### config.mk
export PLATFORM = sky130hd
export DESIGN_NAME = stick_to_wheel_speed_mixer
export DESIGN_NICKNAME = d
export VERILOG_FILES = /design/src/rtl/swm_pkg.sv /design/src/rtl/swm_front.sv /design/src/rtl/swm_isqrt.sv /design/src/rtl/swm_scale.sv /design/src/rtl/stick_to_wheel_speed_mixer.sv
export SDC_FILE = /design/constraint.sdc
export NUM_CORES = 2
export LEC_CHECK = 0
export BUFFER_PORTS_ARGS = -buffer_cell sky130_fd_sc_hd__buf_2
export CORE_MARGIN = 2
export CORE_UTILIZATION = 65
export CTS_CLUSTER_DIAMETER = 40
export DETAILED_ROUTE_END_ITERATION = 7
export GPL_ROUTABILITY_DRIVEN = 0
export MAX_ROUTING_LAYER = met4
export PLACE_DENSITY = 0.83
export SLEW_MARGIN = 20
export SYNTH_ARGS = -nofsm -noshare
export SYNTH_HDL_FRONTEND = slang
export SYNTH_SLANG_ARGS = --single-unit
### constraint.sdc
create_clock -name aclk -period 10.3 [get_ports aclk]
set_input_delay 0.515 -clock aclk [delete_from_list [all_inputs] [get_ports aclk]]
set_output_delay 0.515 -clock aclk [all_outputs]
set_load 0.03 [all_outputs]
### src/rtl/swm_pkg.sv
// Shared widths, register indexes and transaction payload types for the
// stick-to-wheel speed mixer. No dependencies.
`default_nettype none

package swm_pkg;

    localparam int CHANNEL_BITS = 11;
    localparam int CFG_CH_W     = 11;
    localparam int GAIN_BITS    = 16;
    localparam int LIMIT_BITS   = 15;
    localparam int OUT_BITS     = 15;
    localparam int MODE_BITS    = 2;
    localparam int GAIN_FRAC    = 10;
    localparam int MAG_FRAC     = 4;
    localparam int RAD_SHIFT    = 2 * MAG_FRAC;

    localparam int ST_W        = (CHANNEL_BITS > CFG_CH_W) ? CHANNEL_BITS : CFG_CH_W;
    localparam int SQ_W        = 2 * ST_W;
    localparam int SUM_W       = SQ_W + 1;
    localparam int RAD_W       = SUM_W + RAD_SHIFT;
    localparam int ROOT_W      = (RAD_W + 1) / 2;
    localparam int SQRT_STEPS  = 4;
    localparam int SQRT_STAGES = (ROOT_W + SQRT_STEPS - 1) / SQRT_STEPS;
    localparam int SQRT_ITER   = SQRT_STAGES * SQRT_STEPS;
    localparam int PAD_W       = 2 * SQRT_ITER;
    localparam int REM_W       = SQRT_ITER + 2;
    localparam int PROD_W      = ST_W + GAIN_BITS;
    localparam int SCALE_W     = PROD_W - GAIN_FRAC;
    localparam int MAGP_W      = ROOT_W + GAIN_BITS;
    localparam int SPD_W       = MAGP_W - (GAIN_FRAC + MAG_FRAC);

    localparam int IN_DATA_W  = ((4 * CHANNEL_BITS + 7) / 8) * 8;
    localparam int OUT_DATA_W = ((4 * OUT_BITS + 7) / 8) * 8;
    localparam int CFG_W      = 16;
    localparam int CFG_IDX_W  = 3;

    localparam logic [OUT_BITS-1:0] OUT_MAX = {1'b0, {(OUT_BITS-1){1'b1}}};

    localparam logic [CFG_IDX_W-1:0] REG_STICK_CENTER   = 3'd0;
    localparam logic [CFG_IDX_W-1:0] REG_DEADBAND_LOW   = 3'd1;
    localparam logic [CFG_IDX_W-1:0] REG_DEADBAND_HIGH  = 3'd2;
    localparam logic [CFG_IDX_W-1:0] REG_SPEED_GAIN     = 3'd3;
    localparam logic [CFG_IDX_W-1:0] REG_SPEED_LIMIT    = 3'd4;

    localparam logic [CFG_CH_W-1:0]   CENTER_RST = 11'd1024;
    localparam logic [CFG_CH_W-1:0]   DB_LOW_RST = 11'd900;
    localparam logic [CFG_CH_W-1:0]   DB_HIGH_RST = 11'd1148;
    localparam logic [GAIN_BITS-1:0]  GAIN_RST   = 16'd13265;
    localparam logic [LIMIT_BITS-1:0] LIMIT_RST  = 15'd8550;

    typedef enum logic [MODE_BITS-1:0] {
        MODE_TRANSLATE = 2'd0,
        MODE_ROTATE    = 2'd1,
        MODE_AUX       = 2'd2,
        MODE_STOP      = 2'd3
    } drive_mode_t;

    typedef enum logic [1:0] {
        MIX_ZERO,
        MIX_TRANS,
        MIX_ROT,
        MIX_AUX
    } mix_kind_t;

    typedef struct packed {
        logic [CFG_CH_W-1:0]   stick_center;
        logic [CFG_CH_W-1:0]   deadband_low;
        logic [CFG_CH_W-1:0]   deadband_high;
        logic [GAIN_BITS-1:0]  speed_gain_q10;
        logic [LIMIT_BITS-1:0] speed_limit;
    } cfg_t;

    typedef struct packed {
        logic [MODE_BITS-1:0]    drive_mode;
        logic [CHANNEL_BITS-1:0] turn_channel;
        logic [CHANNEL_BITS-1:0] aux_channel;
        logic [CHANNEL_BITS-1:0] lateral_channel;
        logic [CHANNEL_BITS-1:0] longitudinal_channel;
    } stick_t;

    typedef struct packed {
        logic                       trans;
        logic signed [OUT_BITS-1:0] left;
        logic signed [OUT_BITS-1:0] right;
    } side_t;

    typedef struct packed {
        logic [PAD_W-1:0]     rad;
        logic [REM_W-1:0]     rem;
        logic [SQRT_ITER-1:0] root;
        side_t                side;
    } root_t;

    typedef struct packed {
        logic signed [OUT_BITS-1:0] front_left_speed;
        logic signed [OUT_BITS-1:0] rear_left_speed;
        logic signed [OUT_BITS-1:0] rear_right_speed;
        logic signed [OUT_BITS-1:0] front_right_speed;
    } speeds_t;

endpackage

`default_nettype wire

### src/rtl/swm_front.sv
// Front end: stick offsets, deadband test, squares and offset gain product,
// then radicand and scaled rotation/aux speed. Uses swm_pkg.
`default_nettype none

module swm_front (
    input  wire logic           aclk,
    input  wire logic           aresetn,
    input  wire swm_pkg::cfg_t  cfg,
    input  wire logic           in_valid,
    output logic                in_ready,
    input  wire swm_pkg::stick_t in_data,
    output logic                out_valid,
    input  wire logic           out_ready,
    output swm_pkg::root_t      out_data
);

    function automatic logic [swm_pkg::ST_W:0] offset_of(
        input logic [swm_pkg::ST_W-1:0] ch,
        input logic [swm_pkg::ST_W-1:0] center
    );
        return {1'b0, ch} - {1'b0, center};
    endfunction

    function automatic logic [swm_pkg::ST_W-1:0] abs_of(input logic [swm_pkg::ST_W:0] off);
        logic [swm_pkg::ST_W:0] m;
        m = off[swm_pkg::ST_W] ? (~off + 1'b1) : off;
        return m[swm_pkg::ST_W-1:0];
    endfunction

    logic [swm_pkg::ST_W-1:0] turn_w, aux_w, lat_w, lon_w;
    logic [swm_pkg::ST_W-1:0] center_w, dbl_w, dbh_w;
    logic                     defl_turn, defl_aux, defl_lat, defl_lon;
    logic [swm_pkg::ST_W:0]   off_lat, off_lon, off_sel;
    logic [swm_pkg::ST_W-1:0] abs_lat, abs_lon, abs_sel;
    swm_pkg::mix_kind_t       kind;

    logic                         a_valid_reg;
    swm_pkg::mix_kind_t           a_kind_reg;
    logic [swm_pkg::SQ_W-1:0]     a_sq_lat_reg, a_sq_lon_reg;
    logic [swm_pkg::PROD_W-1:0]   a_prod_reg;
    logic                         a_neg_reg;

    logic                         b_valid_reg;
    swm_pkg::root_t               b_data_reg;
    swm_pkg::root_t               b_next;

    logic [swm_pkg::SUM_W-1:0]     sum;
    logic [swm_pkg::RAD_W-1:0]     rad;
    logic [swm_pkg::SCALE_W-1:0]   scaled;
    logic [swm_pkg::OUT_BITS-1:0]  mag;
    logic signed [swm_pkg::OUT_BITS-1:0] val;

    logic rdy_a, rdy_b;

    assign rdy_b    = !b_valid_reg || out_ready;
    assign rdy_a    = !a_valid_reg || rdy_b;
    assign in_ready = rdy_a;

    always_comb begin
        turn_w   = swm_pkg::ST_W'(in_data.turn_channel);
        aux_w    = swm_pkg::ST_W'(in_data.aux_channel);
        lat_w    = swm_pkg::ST_W'(in_data.lateral_channel);
        lon_w    = swm_pkg::ST_W'(in_data.longitudinal_channel);
        center_w = swm_pkg::ST_W'(cfg.stick_center);
        dbl_w    = swm_pkg::ST_W'(cfg.deadband_low);
        dbh_w    = swm_pkg::ST_W'(cfg.deadband_high);

        defl_turn = (turn_w < dbl_w) || (turn_w > dbh_w);
        defl_aux  = (aux_w < dbl_w) || (aux_w > dbh_w);
        defl_lat  = (lat_w < dbl_w) || (lat_w > dbh_w);
        defl_lon  = (lon_w < dbl_w) || (lon_w > dbh_w);

        off_lat = offset_of(lat_w, center_w);
        off_lon = offset_of(lon_w, center_w);
        off_sel = offset_of((in_data.drive_mode == swm_pkg::MODE_ROTATE) ? turn_w : aux_w,
                            center_w);
        abs_lat = abs_of(off_lat);
        abs_lon = abs_of(off_lon);
        abs_sel = abs_of(off_sel);

        unique case (in_data.drive_mode)
            swm_pkg::MODE_TRANSLATE: kind = (defl_lat || defl_lon) ? swm_pkg::MIX_TRANS
                                                                   : swm_pkg::MIX_ZERO;
            swm_pkg::MODE_ROTATE:    kind = defl_turn ? swm_pkg::MIX_ROT : swm_pkg::MIX_ZERO;
            swm_pkg::MODE_AUX:       kind = defl_aux ? swm_pkg::MIX_AUX : swm_pkg::MIX_ZERO;
            default:                 kind = swm_pkg::MIX_ZERO;
        endcase
    end

    always_ff @(posedge aclk) begin
        if (!aresetn) begin
            a_valid_reg <= 1'b0;
        end else if (rdy_a) begin
            a_valid_reg <= in_valid;
        end
    end

    always_ff @(posedge aclk) begin
        if (rdy_a && in_valid) begin
            a_kind_reg   <= kind;
            a_sq_lat_reg <= swm_pkg::SQ_W'(abs_lat) * swm_pkg::SQ_W'(abs_lat);
            a_sq_lon_reg <= swm_pkg::SQ_W'(abs_lon) * swm_pkg::SQ_W'(abs_lon);
            a_prod_reg   <= swm_pkg::PROD_W'(abs_sel) * swm_pkg::PROD_W'(cfg.speed_gain_q10);
            a_neg_reg    <= off_sel[swm_pkg::ST_W];
        end
    end

    always_comb begin
        sum    = swm_pkg::SUM_W'(a_sq_lat_reg) + swm_pkg::SUM_W'(a_sq_lon_reg);
        rad    = {sum, {swm_pkg::RAD_SHIFT{1'b0}}};
        scaled = a_prod_reg[swm_pkg::PROD_W-1:swm_pkg::GAIN_FRAC];
        mag    = (scaled > swm_pkg::SCALE_W'(swm_pkg::OUT_MAX)) ? swm_pkg::OUT_MAX
                                                               : scaled[swm_pkg::OUT_BITS-1:0];
        val    = a_neg_reg ? -$signed(mag) : $signed(mag);

        b_next      = '0;
        b_next.rad  = swm_pkg::PAD_W'(rad);
        unique case (a_kind_reg)
            swm_pkg::MIX_TRANS: b_next.side.trans = 1'b1;
            swm_pkg::MIX_ROT: begin
                b_next.side.left  = val;
                b_next.side.right = -val;
            end
            swm_pkg::MIX_AUX: begin
                b_next.side.left  = val;
                b_next.side.right = val;
            end
            default: b_next.side = '0;
        endcase
    end

    always_ff @(posedge aclk) begin
        if (!aresetn) begin
            b_valid_reg <= 1'b0;
        end else if (rdy_b) begin
            b_valid_reg <= a_valid_reg;
        end
    end

    always_ff @(posedge aclk) begin
        if (rdy_b && a_valid_reg) begin
            b_data_reg <= b_next;
        end
    end

    assign out_valid = b_valid_reg;
    assign out_data  = b_data_reg;

endmodule

`default_nettype wire

### src/rtl/swm_isqrt.sv
// Pipelined digit-by-digit integer square root of the Q8 radicand, giving the Q4
// magnitude, a fixed number of root bits per stage. Uses swm_pkg.
`default_nettype none

module swm_isqrt (
    input  wire logic            aclk,
    input  wire logic            aresetn,
    input  wire logic            in_valid,
    output logic                 in_ready,
    input  wire swm_pkg::root_t  in_data,
    output logic                 out_valid,
    input  wire logic            out_ready,
    output swm_pkg::root_t       out_data
);

    function automatic swm_pkg::root_t sqrt_steps(input swm_pkg::root_t d);
        swm_pkg::root_t               r;
        logic [swm_pkg::REM_W-1:0]    cur;
        logic [swm_pkg::REM_W-1:0]    trial;
        r = d;
        for (int k = 0; k < swm_pkg::SQRT_STEPS; k++) begin
            cur   = {r.rem[swm_pkg::REM_W-3:0], r.rad[swm_pkg::PAD_W-1 -: 2]};
            trial = {r.root, 2'b01};
            r.rad = r.rad << 2;
            if (cur >= trial) begin
                r.rem  = cur - trial;
                r.root = {r.root[swm_pkg::SQRT_ITER-2:0], 1'b1};
            end else begin
                r.rem  = cur;
                r.root = {r.root[swm_pkg::SQRT_ITER-2:0], 1'b0};
            end
        end
        return r;
    endfunction

    logic           valid_reg [swm_pkg::SQRT_STAGES];
    swm_pkg::root_t data_reg  [swm_pkg::SQRT_STAGES];
    logic [swm_pkg::SQRT_STAGES:0] rdy;

    assign rdy[swm_pkg::SQRT_STAGES] = out_ready;
    assign in_ready = rdy[0];

    for (genvar i = 0; i < swm_pkg::SQRT_STAGES; i++) begin : g_stage
        logic           prev_valid;
        swm_pkg::root_t prev_data;

        if (i == 0) begin : g_first
            assign prev_valid = in_valid;
            assign prev_data  = in_data;
        end else begin : g_rest
            assign prev_valid = valid_reg[i-1];
            assign prev_data  = data_reg[i-1];
        end

        assign rdy[i] = !valid_reg[i] || rdy[i+1];

        always_ff @(posedge aclk) begin
            if (!aresetn) begin
                valid_reg[i] <= 1'b0;
            end else if (rdy[i]) begin
                valid_reg[i] <= prev_valid;
            end
        end

        always_ff @(posedge aclk) begin
            if (rdy[i] && prev_valid) begin
                data_reg[i] <= sqrt_steps(prev_data);
            end
        end
    end

    assign out_valid = valid_reg[swm_pkg::SQRT_STAGES-1];
    assign out_data  = data_reg[swm_pkg::SQRT_STAGES-1];

endmodule

`default_nettype wire

### src/rtl/swm_scale.sv
// Back end: magnitude times gain, Q14 truncation, limit clamp and wheel
// speed output register. Uses swm_pkg.
`default_nettype none

module swm_scale (
    input  wire logic            aclk,
    input  wire logic            aresetn,
    input  wire swm_pkg::cfg_t   cfg,
    input  wire logic            in_valid,
    output logic                 in_ready,
    input  wire swm_pkg::root_t  in_data,
    output logic                 out_valid,
    input  wire logic            out_ready,
    output swm_pkg::speeds_t     out_data
);

    logic                        m_valid_reg;
    logic [swm_pkg::MAGP_W-1:0]  m_prod_reg;
    swm_pkg::side_t              m_side_reg;

    logic                        o_valid_reg;
    swm_pkg::speeds_t            o_data_reg;
    swm_pkg::speeds_t            o_next;

    logic [swm_pkg::SPD_W-1:0]   spd, lim;
    logic [swm_pkg::OUT_BITS-1:0] trans_spd;

    logic rdy_m, rdy_o;

    assign rdy_o    = !o_valid_reg || out_ready;
    assign rdy_m    = !m_valid_reg || rdy_o;
    assign in_ready = rdy_m;

    always_ff @(posedge aclk) begin
        if (!aresetn) begin
            m_valid_reg <= 1'b0;
        end else if (rdy_m) begin
            m_valid_reg <= in_valid;
        end
    end

    always_ff @(posedge aclk) begin
        if (rdy_m && in_valid) begin
            m_prod_reg <= swm_pkg::MAGP_W'(in_data.root[swm_pkg::ROOT_W-1:0])
                        * swm_pkg::MAGP_W'(cfg.speed_gain_q10);
            m_side_reg <= in_data.side;
        end
    end

    always_comb begin
        spd = m_prod_reg[swm_pkg::MAGP_W-1:swm_pkg::GAIN_FRAC+swm_pkg::MAG_FRAC];
        lim = swm_pkg::SPD_W'(cfg.speed_limit);
        if (spd > lim) begin
            spd = lim;
        end
        trans_spd = (spd > swm_pkg::SPD_W'(swm_pkg::OUT_MAX)) ? swm_pkg::OUT_MAX
                                                             : spd[swm_pkg::OUT_BITS-1:0];
        if (m_side_reg.trans) begin
            o_next.front_left_speed  = $signed(trans_spd);
            o_next.rear_left_speed   = $signed(trans_spd);
            o_next.rear_right_speed  = $signed(trans_spd);
            o_next.front_right_speed = $signed(trans_spd);
        end else begin
            o_next.front_left_speed  = m_side_reg.left;
            o_next.rear_left_speed   = m_side_reg.left;
            o_next.rear_right_speed  = m_side_reg.right;
            o_next.front_right_speed = m_side_reg.right;
        end
    end

    always_ff @(posedge aclk) begin
        if (!aresetn) begin
            o_valid_reg <= 1'b0;
        end else if (rdy_o) begin
            o_valid_reg <= m_valid_reg;
        end
    end

    always_ff @(posedge aclk) begin
        if (rdy_o && m_valid_reg) begin
            o_data_reg <= o_next;
        end
    end

    assign out_valid = o_valid_reg;
    assign out_data  = o_data_reg;

endmodule

`default_nettype wire

### src/rtl/stick_to_wheel_speed_mixer.sv
// Top level of the stick-to-wheel speed mixer: configuration registers and
// the front end, square root and scale pipeline. Uses swm_pkg, swm_front,
// swm_isqrt and swm_scale.
//
//   channel   direction  handshake          payload
//   s_        in         s_tvalid/s_tready  s_tdata channels, s_tuser drive mode
//   m_        out        m_tvalid/m_tready  m_tdata four wheel speeds
//   cfg_      in         cfg_wr_en          cfg_index, cfg_wdata
//
// One transaction per cycle sustained while m_tready is held high; the pipeline
// runs through front end, square root, then scale and output registers.
// Every stage holds its own valid bit and loads when empty or when the stage
// after it moves, so bubbles close up under a stalled output.
// Synchronous active-low reset clears valid bits and loads register defaults.
`default_nettype none

module stick_to_wheel_speed_mixer (
    input  wire logic                              aclk,
    input  wire logic                              aresetn,
    input  wire logic                              s_tvalid,
    output logic                                   s_tready,
    // turn_channel, aux_channel, lateral_channel, longitudinal_channel
    input  wire logic [swm_pkg::IN_DATA_W-1:0]     s_tdata,
    // drive_mode
    input  wire logic [swm_pkg::MODE_BITS-1:0]     s_tuser,
    output logic                                   m_tvalid,
    input  wire logic                              m_tready,
    // front_left_speed, rear_left_speed, rear_right_speed, front_right_speed
    output logic [swm_pkg::OUT_DATA_W-1:0]         m_tdata,
    input  wire logic                              cfg_wr_en,
    input  wire logic [swm_pkg::CFG_IDX_W-1:0]     cfg_index,
    input  wire logic [swm_pkg::CFG_W-1:0]         cfg_wdata
);

    localparam int CB = swm_pkg::CHANNEL_BITS;
    localparam int OB = swm_pkg::OUT_BITS;

    swm_pkg::cfg_t    cfg_reg;
    swm_pkg::stick_t  stick;
    swm_pkg::root_t   front_data, sqrt_data;
    swm_pkg::speeds_t speeds;
    logic             front_valid, front_ready, sqrt_valid, sqrt_ready;

    always_ff @(posedge aclk) begin
        if (!aresetn) begin
            cfg_reg.stick_center   <= swm_pkg::CENTER_RST;
            cfg_reg.deadband_low   <= swm_pkg::DB_LOW_RST;
            cfg_reg.deadband_high  <= swm_pkg::DB_HIGH_RST;
            cfg_reg.speed_gain_q10 <= swm_pkg::GAIN_RST;
            cfg_reg.speed_limit    <= swm_pkg::LIMIT_RST;
        end else if (cfg_wr_en) begin
            unique case (cfg_index)
                swm_pkg::REG_STICK_CENTER:
                    cfg_reg.stick_center <= cfg_wdata[swm_pkg::CFG_CH_W-1:0];
                swm_pkg::REG_DEADBAND_LOW:
                    cfg_reg.deadband_low <= cfg_wdata[swm_pkg::CFG_CH_W-1:0];
                swm_pkg::REG_DEADBAND_HIGH:
                    cfg_reg.deadband_high <= cfg_wdata[swm_pkg::CFG_CH_W-1:0];
                swm_pkg::REG_SPEED_GAIN:
                    cfg_reg.speed_gain_q10 <= cfg_wdata[swm_pkg::GAIN_BITS-1:0];
                swm_pkg::REG_SPEED_LIMIT:
                    cfg_reg.speed_limit <= cfg_wdata[swm_pkg::LIMIT_BITS-1:0];
                default: ;
            endcase
        end
    end

    always_comb begin
        stick.drive_mode           = s_tuser;
        stick.turn_channel         = s_tdata[CB-1:0];
        stick.aux_channel          = s_tdata[2*CB-1:CB];
        stick.lateral_channel      = s_tdata[3*CB-1:2*CB];
        stick.longitudinal_channel = s_tdata[4*CB-1:3*CB];
    end

    swm_front u_front (
        .aclk      (aclk),
        .aresetn   (aresetn),
        .cfg       (cfg_reg),
        .in_valid  (s_tvalid),
        .in_ready  (s_tready),
        .in_data   (stick),
        .out_valid (front_valid),
        .out_ready (front_ready),
        .out_data  (front_data)
    );

    swm_isqrt u_isqrt (
        .aclk      (aclk),
        .aresetn   (aresetn),
        .in_valid  (front_valid),
        .in_ready  (front_ready),
        .in_data   (front_data),
        .out_valid (sqrt_valid),
        .out_ready (sqrt_ready),
        .out_data  (sqrt_data)
    );

    swm_scale u_scale (
        .aclk      (aclk),
        .aresetn   (aresetn),
        .cfg       (cfg_reg),
        .in_valid  (sqrt_valid),
        .in_ready  (sqrt_ready),
        .in_data   (sqrt_data),
        .out_valid (m_tvalid),
        .out_ready (m_tready),
        .out_data  (speeds)
    );

    assign m_tdata = {{(swm_pkg::OUT_DATA_W - 4*OB){1'b0}},
                      speeds.front_right_speed,
                      speeds.rear_right_speed,
                      speeds.rear_left_speed,
                      speeds.front_left_speed};

endmodule

`default_nettype wire
Yosys cells after proc, flatten, opt, wreduce, memory -nomap -nowiden
Memories as Yosys holds them, arrays and structs flattened.
Cells that the tools add are included.
{"block": "totals", "mem_bits_rw": 360, "out_inout_bits": 66, "wordCells": 208, "rom_bits": 0, "latch_bits": 0, "mem_count": 2, "regBits": 319, "inputBits": 74}
{"block": "classes", "mux": 72, "n_addsub": 25, "eq_ne": 9, "bitwise": 7, "n_shift": 0, "order_cmp": 27, "n_mul": 4, "n_reduce_logical": 36, "div": 0}
{"memory": "u_isqrt.data_reg", "words": 4, "width": 89, "read_ports": 4, "rd_ports_with_merged_regs": 0, "wr": 4, "line_no": "swm_isqrt.sv:37", "text": "swm_pkg::root_t data_reg [swm_pkg::SQRT_STAGES];"}
{"memory": "u_isqrt.valid_reg", "words": 4, "width": 1, "read_ports": 4, "rd_ports_with_merged_regs": 0, "wr": 4, "line_no": "swm_isqrt.sv:36", "text": "logic valid_reg [swm_pkg::SQRT_STAGES];"}
{"operator": "two-way mux 32 bit", "count": 24}
{"operator": "two-way mux 34 bit", "count": 8}
{"operator": "greater-or-equal comparator 18 bit", "count": 15}
{"operator": "subtractor 16 bit", "count": 11}
{"operator": "subtractor 18 bit", "count": 4}
{"operator": "two-way mux 60 bit", "count": 1}
{"operator": "one-hot mux 30 bit (2 select lines)", "count": 1}
{"operator": "two-way mux 15 bit", "count": 3}
{"operator": "greater-than comparator 11 bit", "count": 4}
{"operator": "< comparator 11 bit", "count": 4}
{"operator": "multiplier 11 x 11 -> 22 bit", "count": 2}
{"operator": "two-way mux 11 bit", "count": 4}
{"operator": "subtractor 11 x 11 -> 12 bit", "count": 3}
{"operator": "adder 11 x 1 -> 11 bit, second input constant", "count": 3}
{"operator": "inverter 11 bit", "count": 3}
{"operator": "multiplier 16 x 16 -> 32 bit", "count": 1}
{"operator": "negator 15 bit", "count": 2}
{"operator": "multiplier 11 x 16 -> 27 bit", "count": 1}
{"operator": "two-way mux 1 bit", "count": 27}
{"operator": "adder 22 x 22 -> 23 bit", "count": 1}
{"operator": "greater-than comparator 18 x 14 -> 1 bit, second input constant", "count": 1}
{"operator": "greater-than comparator 18 x 15 -> 1 bit", "count": 1}
{"operator": "two-way mux 18 bit", "count": 1}
{"operator": "greater-than comparator 17 x 14 -> 1 bit, second input constant", "count": 1}
{"operator": "16 further kinds", "count": 54}

Logic depth before layout (Yosys ltp)
{"block": "depth", "word_depth": 18, "depth_mapped": 52}

Hierarchy
Synthesis repeated with hierarchy kept, for this count alone.
{"block": "unflattened", "cells_unflattened": 6416, "area_unflattened_um2": 61198.7}
{"mod": "swm_isqrt", "instances": 1, "cells_each": 2612, "seq_area_each_um2": 9178.8, "area_each_um2": 25081.6}
{"mod": "swm_front", "instances": 1, "cells_each": 2322, "seq_area_each_um2": 3493.4, "area_each_um2": 21563.2}
{"mod": "swm_scale", "instances": 1, "cells_each": 1232, "seq_area_each_um2": 2412.3, "area_each_um2": 11995.3}
{"mod": "stick_to_wheel_speed_mixer", "instances": 1, "cells_each": 250, "seq_area_each_um2": 1281.2, "area_each_um2": 2558.7}

Worst setup path before layout
OpenSTA, ideal clock, no wires.
{"block": "synth_path", "path_type": "input-to-reg", "startpoint": "input port s_tuser[0] in the netlist's numbering", "endpoint": "register u_front.a_prod_reg[26] in the netlist's numbering, data pin", "path_stages": 35, "arrival_time_ns": 9.236, "setup_slack_ns": 0.804, "cell_sequence": "nor2b_1 > mux2_2 > ha_1 > nor2b_1 > o21a_1 > o21a_1 > or2_2 > a21oi_1 > xnor2_1 > or4_1 > or3_1 > o31ai_1 > xnor2_1 > xnor2_1 > clkbuf_1 > nand2_1 > fa_1 > inv_1 > fa_1 > fa_1 > fa_1 > fa_1 > ha_1 > a21o_1 > a21oi_1 > nor4b_1 > a21o_1 > a21oi_1 > o211ai_1 > a21boi_0 > o21ai_0 > a21boi_0 > o21a_1 > nor2_1 > xnor2_1"}
{"block": "synth_between", "elab_chain_cells": 7}
{"element": "from (decl)", "line_no": "stick_to_wheel_speed_mixer.sv:25", "text": "input wire logic [swm_pkg::MODE_BITS-1:0] s_tuser,"}
{"element": "== test 2 x 1 -> 1 bit (*)", "line_no": "swm_front.sv:75", "text": "off_sel = offset_of((in_data.drive_mode == swm_pkg::MODE_ROTATE) ? turn_w : aux_w,"}
{"element": "two-way mux 11 bit (*)", "line_no": "swm_front.sv:75"}
{"element": "subtractor 11 x 11 -> 12 bit (*)", "line_no": "swm_front.sv:21", "text": "return {1'b0, ch} - {1'b0, center};"}
{"element": "inverter 11 bit", "line_no": "swm_front.sv:26", "text": "m = off[swm_pkg::ST_W] ? (~off + 1'b1) : off;"}
{"element": "adder 11 x 1 -> 11 bit", "line_no": "swm_front.sv:26"}
{"element": "two-way mux 11 bit (*)", "line_no": "swm_front.sv:26"}
{"element": "multiplier 11 x 16 -> 27 bit (*)", "line_no": "swm_front.sv:103", "text": "a_prod_reg <= swm_pkg::PROD_W'(abs_sel) * swm_pkg::PROD_W'(cfg.speed_gain_q10);"}
{"element": "to (signal assigned)", "line_no": "swm_front.sv:103"}
{"element": "to (decl)", "line_no": "swm_front.sv:40", "text": "logic [swm_pkg::PROD_W-1:0] a_prod_reg;"}
Mark *: on every way between the ends. The rest lies on a longest branch, timed or not.
A chain may end at the register's enable or synchronous reset.

==> results.sh <==
export IMPL_maxSlewViolCount=0
export IMPL_synthSimpleGateAreaFrac_pct=14.7
export IMPL_rrSetupSlack_ps=630
export IMPL_vias=37400
export IMPL_die_area_mm2=0.0786
export IMPL_synth_top_family_by_area="adder cells"
export IMPL_muxShareOfSynthArea_pct=1.24
export IMPL_wl_per_cell_um=19.6
export IMPL_grt_first_pass_wirelength_um=198000
export IMPL_criticalPathCategory="flip-flop to flip-flop"
export IMPL_setup_worst_path_start_class="flip-flop"
export IMPL_area_delta_synth_final_pct=8.56
export IMPL_portBuffers=131
export IMPL_synth_seq_area_share_pct=28.6
export IMPL_cp_startpoint="u_isqrt.data_reg[1][33]"
export IMPL_ant_nets=0
export IMPL_grt_use_total_pct=32.8
export IMPL_die_y_um=280
export IMPL_routed_wl_um=122000
export IMPL_cts_buffer_depth=3
export IMPL_ys_types=96
export IMPL_htreeDepth=3
export IMPL_synth_flop_cell="edfxtp_1"
export IMPL_io_pins=140
export IMPL_r2r_start="u_isqrt.data_reg[1][33]"
export IMPL_fin_crit_sh_pct=93.9
export IMPL_yosys_warnings=0
export IMPL_first_pass_iters=8
export IMPL_die_w_um=280
export IMPL_layout_drive_gt1_share_pct=8.98
export IMPL_reg2reg_to="u_isqrt.data_reg[2][54]"
export IMPL_min_period_ps=9670
export IMPL_worst_pin_slew_ps=1080
export IMPL_synth_cells=5086
export IMPL_synth_edf_count=427
export IMPL_grt_antenna_before_repair=1
export IMPL_arrival_ps=10020
export IMPL_critPathTopFamily="simple AND/OR/NAND/NOR gates"
export IMPL_core_area_mm2=0.0758
export IMPL_final_nets=6266
export IMPL_worstRegToRegCells=41
export IMPL_dp_hpwl_um=90000
export IMPL_hold_viol_final=0
export IMPL_dp_cells=6080
export IMPL_synth_xor_area_share_pct=5.20
export IMPL_dr_first_iter_drc_count=3253
export IMPL_drv_cap=0
export IMPL_clock_skew_final_ps=35.9
export IMPL_clk_latency_ps=630
export IMPL_cts_root_buf="clkbuf_16"
export IMPL_final_util_pct=71.1
export IMPL_synth_compound_area_share_pct=10.8
export IMPL_setup_violations_final=0
export IMPL_cp_num_cells=41
export IMPL_endpoint="u_isqrt.data_reg[2][54]"
export IMPL_clock_sinks=496
export IMPL_grt_max_degree=76
export IMPL_largest_register_ffs=232
export IMPL_violations="design-rule violations"
export IMPL_ys_seq_elements=496
export IMPL_row_count=101
export IMPL_cpPeakStageDelay_ps=460
export IMPL_cts_tree="built"
export IMPL_grt_ovfl_total=0
export IMPL_synthArstFlopShare_pct=0
export IMPL_cp_required_ps=10650
export IMPL_critical_path_max_fanout=13
export IMPL_cts_clk_slew_worst_paths_ps=60
export IMPL_max_clock_freq_mhz=103
export IMPL_final_cells=6215
export IMPL_max_slew_margin_rel_pct=28.0
export IMPL_grt_pass1_vias=38800
export IMPL_hold_path_class="input port to flip-flop"
export IMPL_crit_buf_inv=6
export IMPL_end_kind="flip-flop"
export IMPL_synth_area_mm2=0.0496
export IMPL_cts_buffers_inserted=72
export IMPL_fillers=5199
export IMPL_crit_path_top_delay_cell="nor4_2"
export IMPL_vias_per_cell=6.02
export IMPL_start_util_pct=65.5
export IMPL_synth_fa_ha_area_share_pct=32.4
export IMPL_status="complete, but fails checks"
export IMPL_syn_avg_cell_area_um2=9.76
export IMPL_drc=1
## cell type report
cell class	count	area, um2	area share, %
tap	978	1220	2.27
multi-input combinational	3705	32100	59.6
timing repair buffer	209	1240	2.31
inverter	693	2610	4.84
clock inverter	54	637	1.18
antenna	1	2.50	0.00464
clock buffer	79	1870	3.47
sequential	496	14200	26.4
## synthesized netlist by cell type (6+ instances only)
library cell	number	share of area, %
nor2_1	333	2.5
a2111oi_0	6	0.11
mux2_2	39	0.88
o21ai_0	150	1.5
o41a_1	6	0.14
nor3_1	55	0.55
nor4_1	15	0.19
a31oi_1	21	0.26
and2_1	141	1.8
buf_4	35	0.53
nand4_1	23	0.29
nand2_1	541	4.1
a211oi_1	21	0.32
xnor2_1	189	3.3
nand3_1	54	0.54
o311ai_0	6	0.11
o211ai_1	29	0.44
and3_1	34	0.43
o21a_1	69	1.0
o41ai_1	6	0.11
ha_1	567	14
or4_1	8	0.12
nor3b_1	12	0.18
fa_1	448	18
a21o_1	83	1.3
xor2_1	104	1.8
buf_2	7	0.071
a21boi_0	53	0.80
clkbuf_1	146	1.1
nand3b_1	8	0.12
nor2b_1	113	1.4
a21oi_1	247	2.5
dfxtp_1	69	2.8
o2111ai_1	9	0.16
o31ai_1	23	0.35
or3_1	21	0.26
or2_2	38	0.48
a211o_1	11	0.19
edfxtp_1	427	26
inv_1	687	5.2
a31o_2	6	0.11
mux2i_1	13	0.26
nand2b_1	72	0.91
o21bai_1	41	0.62
## kinds of logic after synthesis
family	Yosys count
other cells	1
fa+ha+maj	1015
xor+xnor	294
mux	56
flops	496
compound gates	831
simple gates	1505
buf+inv	888
## tightest hold or removal path: stages
cell	delay, ps
buf_2	120
nand2_1	60
nand3_1	70
## worst min-delay path by stage
stage	to	cells after the start	from
floorplan	u_isqrt.data_reg[0][10]	0	u_front.out_data[10]
global placement	u_isqrt.data_reg[3][30]	0	u_isqrt.data_reg[2][30]
detailed placement	u_isqrt.data_reg[0][79]	0	u_front.out_data[79]
CTS	cfg_reg[27]	3	cfg_wdata[12]
global route	cfg_reg[30]	3	cfg_wdata[15]
finish	cfg_reg[27]	3	cfg_wdata[12]
## metrics by stage
| step | cell area, um2 | setup TNS [ps] | hold slack (ps) | worst slack, ps |
|---|---|---|---|---|
| 6_report | 53900 | 0 | 174 | 632 |
| 5_1_grt | 53900 | -6.92 | 168 | -6.92 |
| 4_1_cts | 53800 | 0 | 154 | 134 |
| 3_5_place_dp | 51300 | 0 | 405 | 135 |
| 3_3_place_gp | 51300 | 0 | 400 | 237 |
| 2_1_floorplan | 49600 | 0 | 400 | 804 |
## per-layer routing
| layer | part of all wire, % | up-vias | global-route usage [%] |
|---|---|---|---|
| met2 | 49 | 1774 | 54.3 |
| met3 | 8.7 | 418 | 6.50 |
| li1 | - | 17200 | - |
| met4 | 4.9 | 0 | 15.4 |
| met1 | 38 | 18000 | 38.7 |
| met5 | 0 | - | - |
## placed cells by master, fill, tap and decap left out, types with 10 or more instances in the layout
cell type / count
a211o_1: 11
a211oi_1: 19
a21boi_0: 51
a21o_1: 83
a21oi_1: 244
a31oi_1: 19
and2_1: 139
and3_1: 34
buf_2: 131
buf_4: 77
clkbuf_16: 74
clkinv_4: 10
dfxtp_1: 69
edfxtp_1: 427
fa_1: 448
ha_1: 567
inv_1: 687
inv_6: 13
mux2_2: 39
mux2i_1: 13
nand2_1: 540
nand2b_1: 71
nand3_1: 53
nand4_1: 23
nor2_1: 331
nor2b_1: 110
nor3_1: 55
nor3b_1: 12
nor4_1: 14
o211ai_1: 29
o21a_1: 69
o21ai_0: 149
o21bai_1: 40
o31ai_1: 23
or2_2: 37
or3_1: 20
xnor2_1: 187
xor2_1: 103
## repair_timing
item                                    4_1_cts  5_1_grt
setup buffers                                 0        1
gates resized for setup                       1       21
hold buffers                                  0        0
endpoints found under the setup margin        1       36
pin swaps                                     0        1
Power is left out: the tool's default activity adds up to more than one toggle a clock period on the data nets, which glitch-free logic cannot reach.
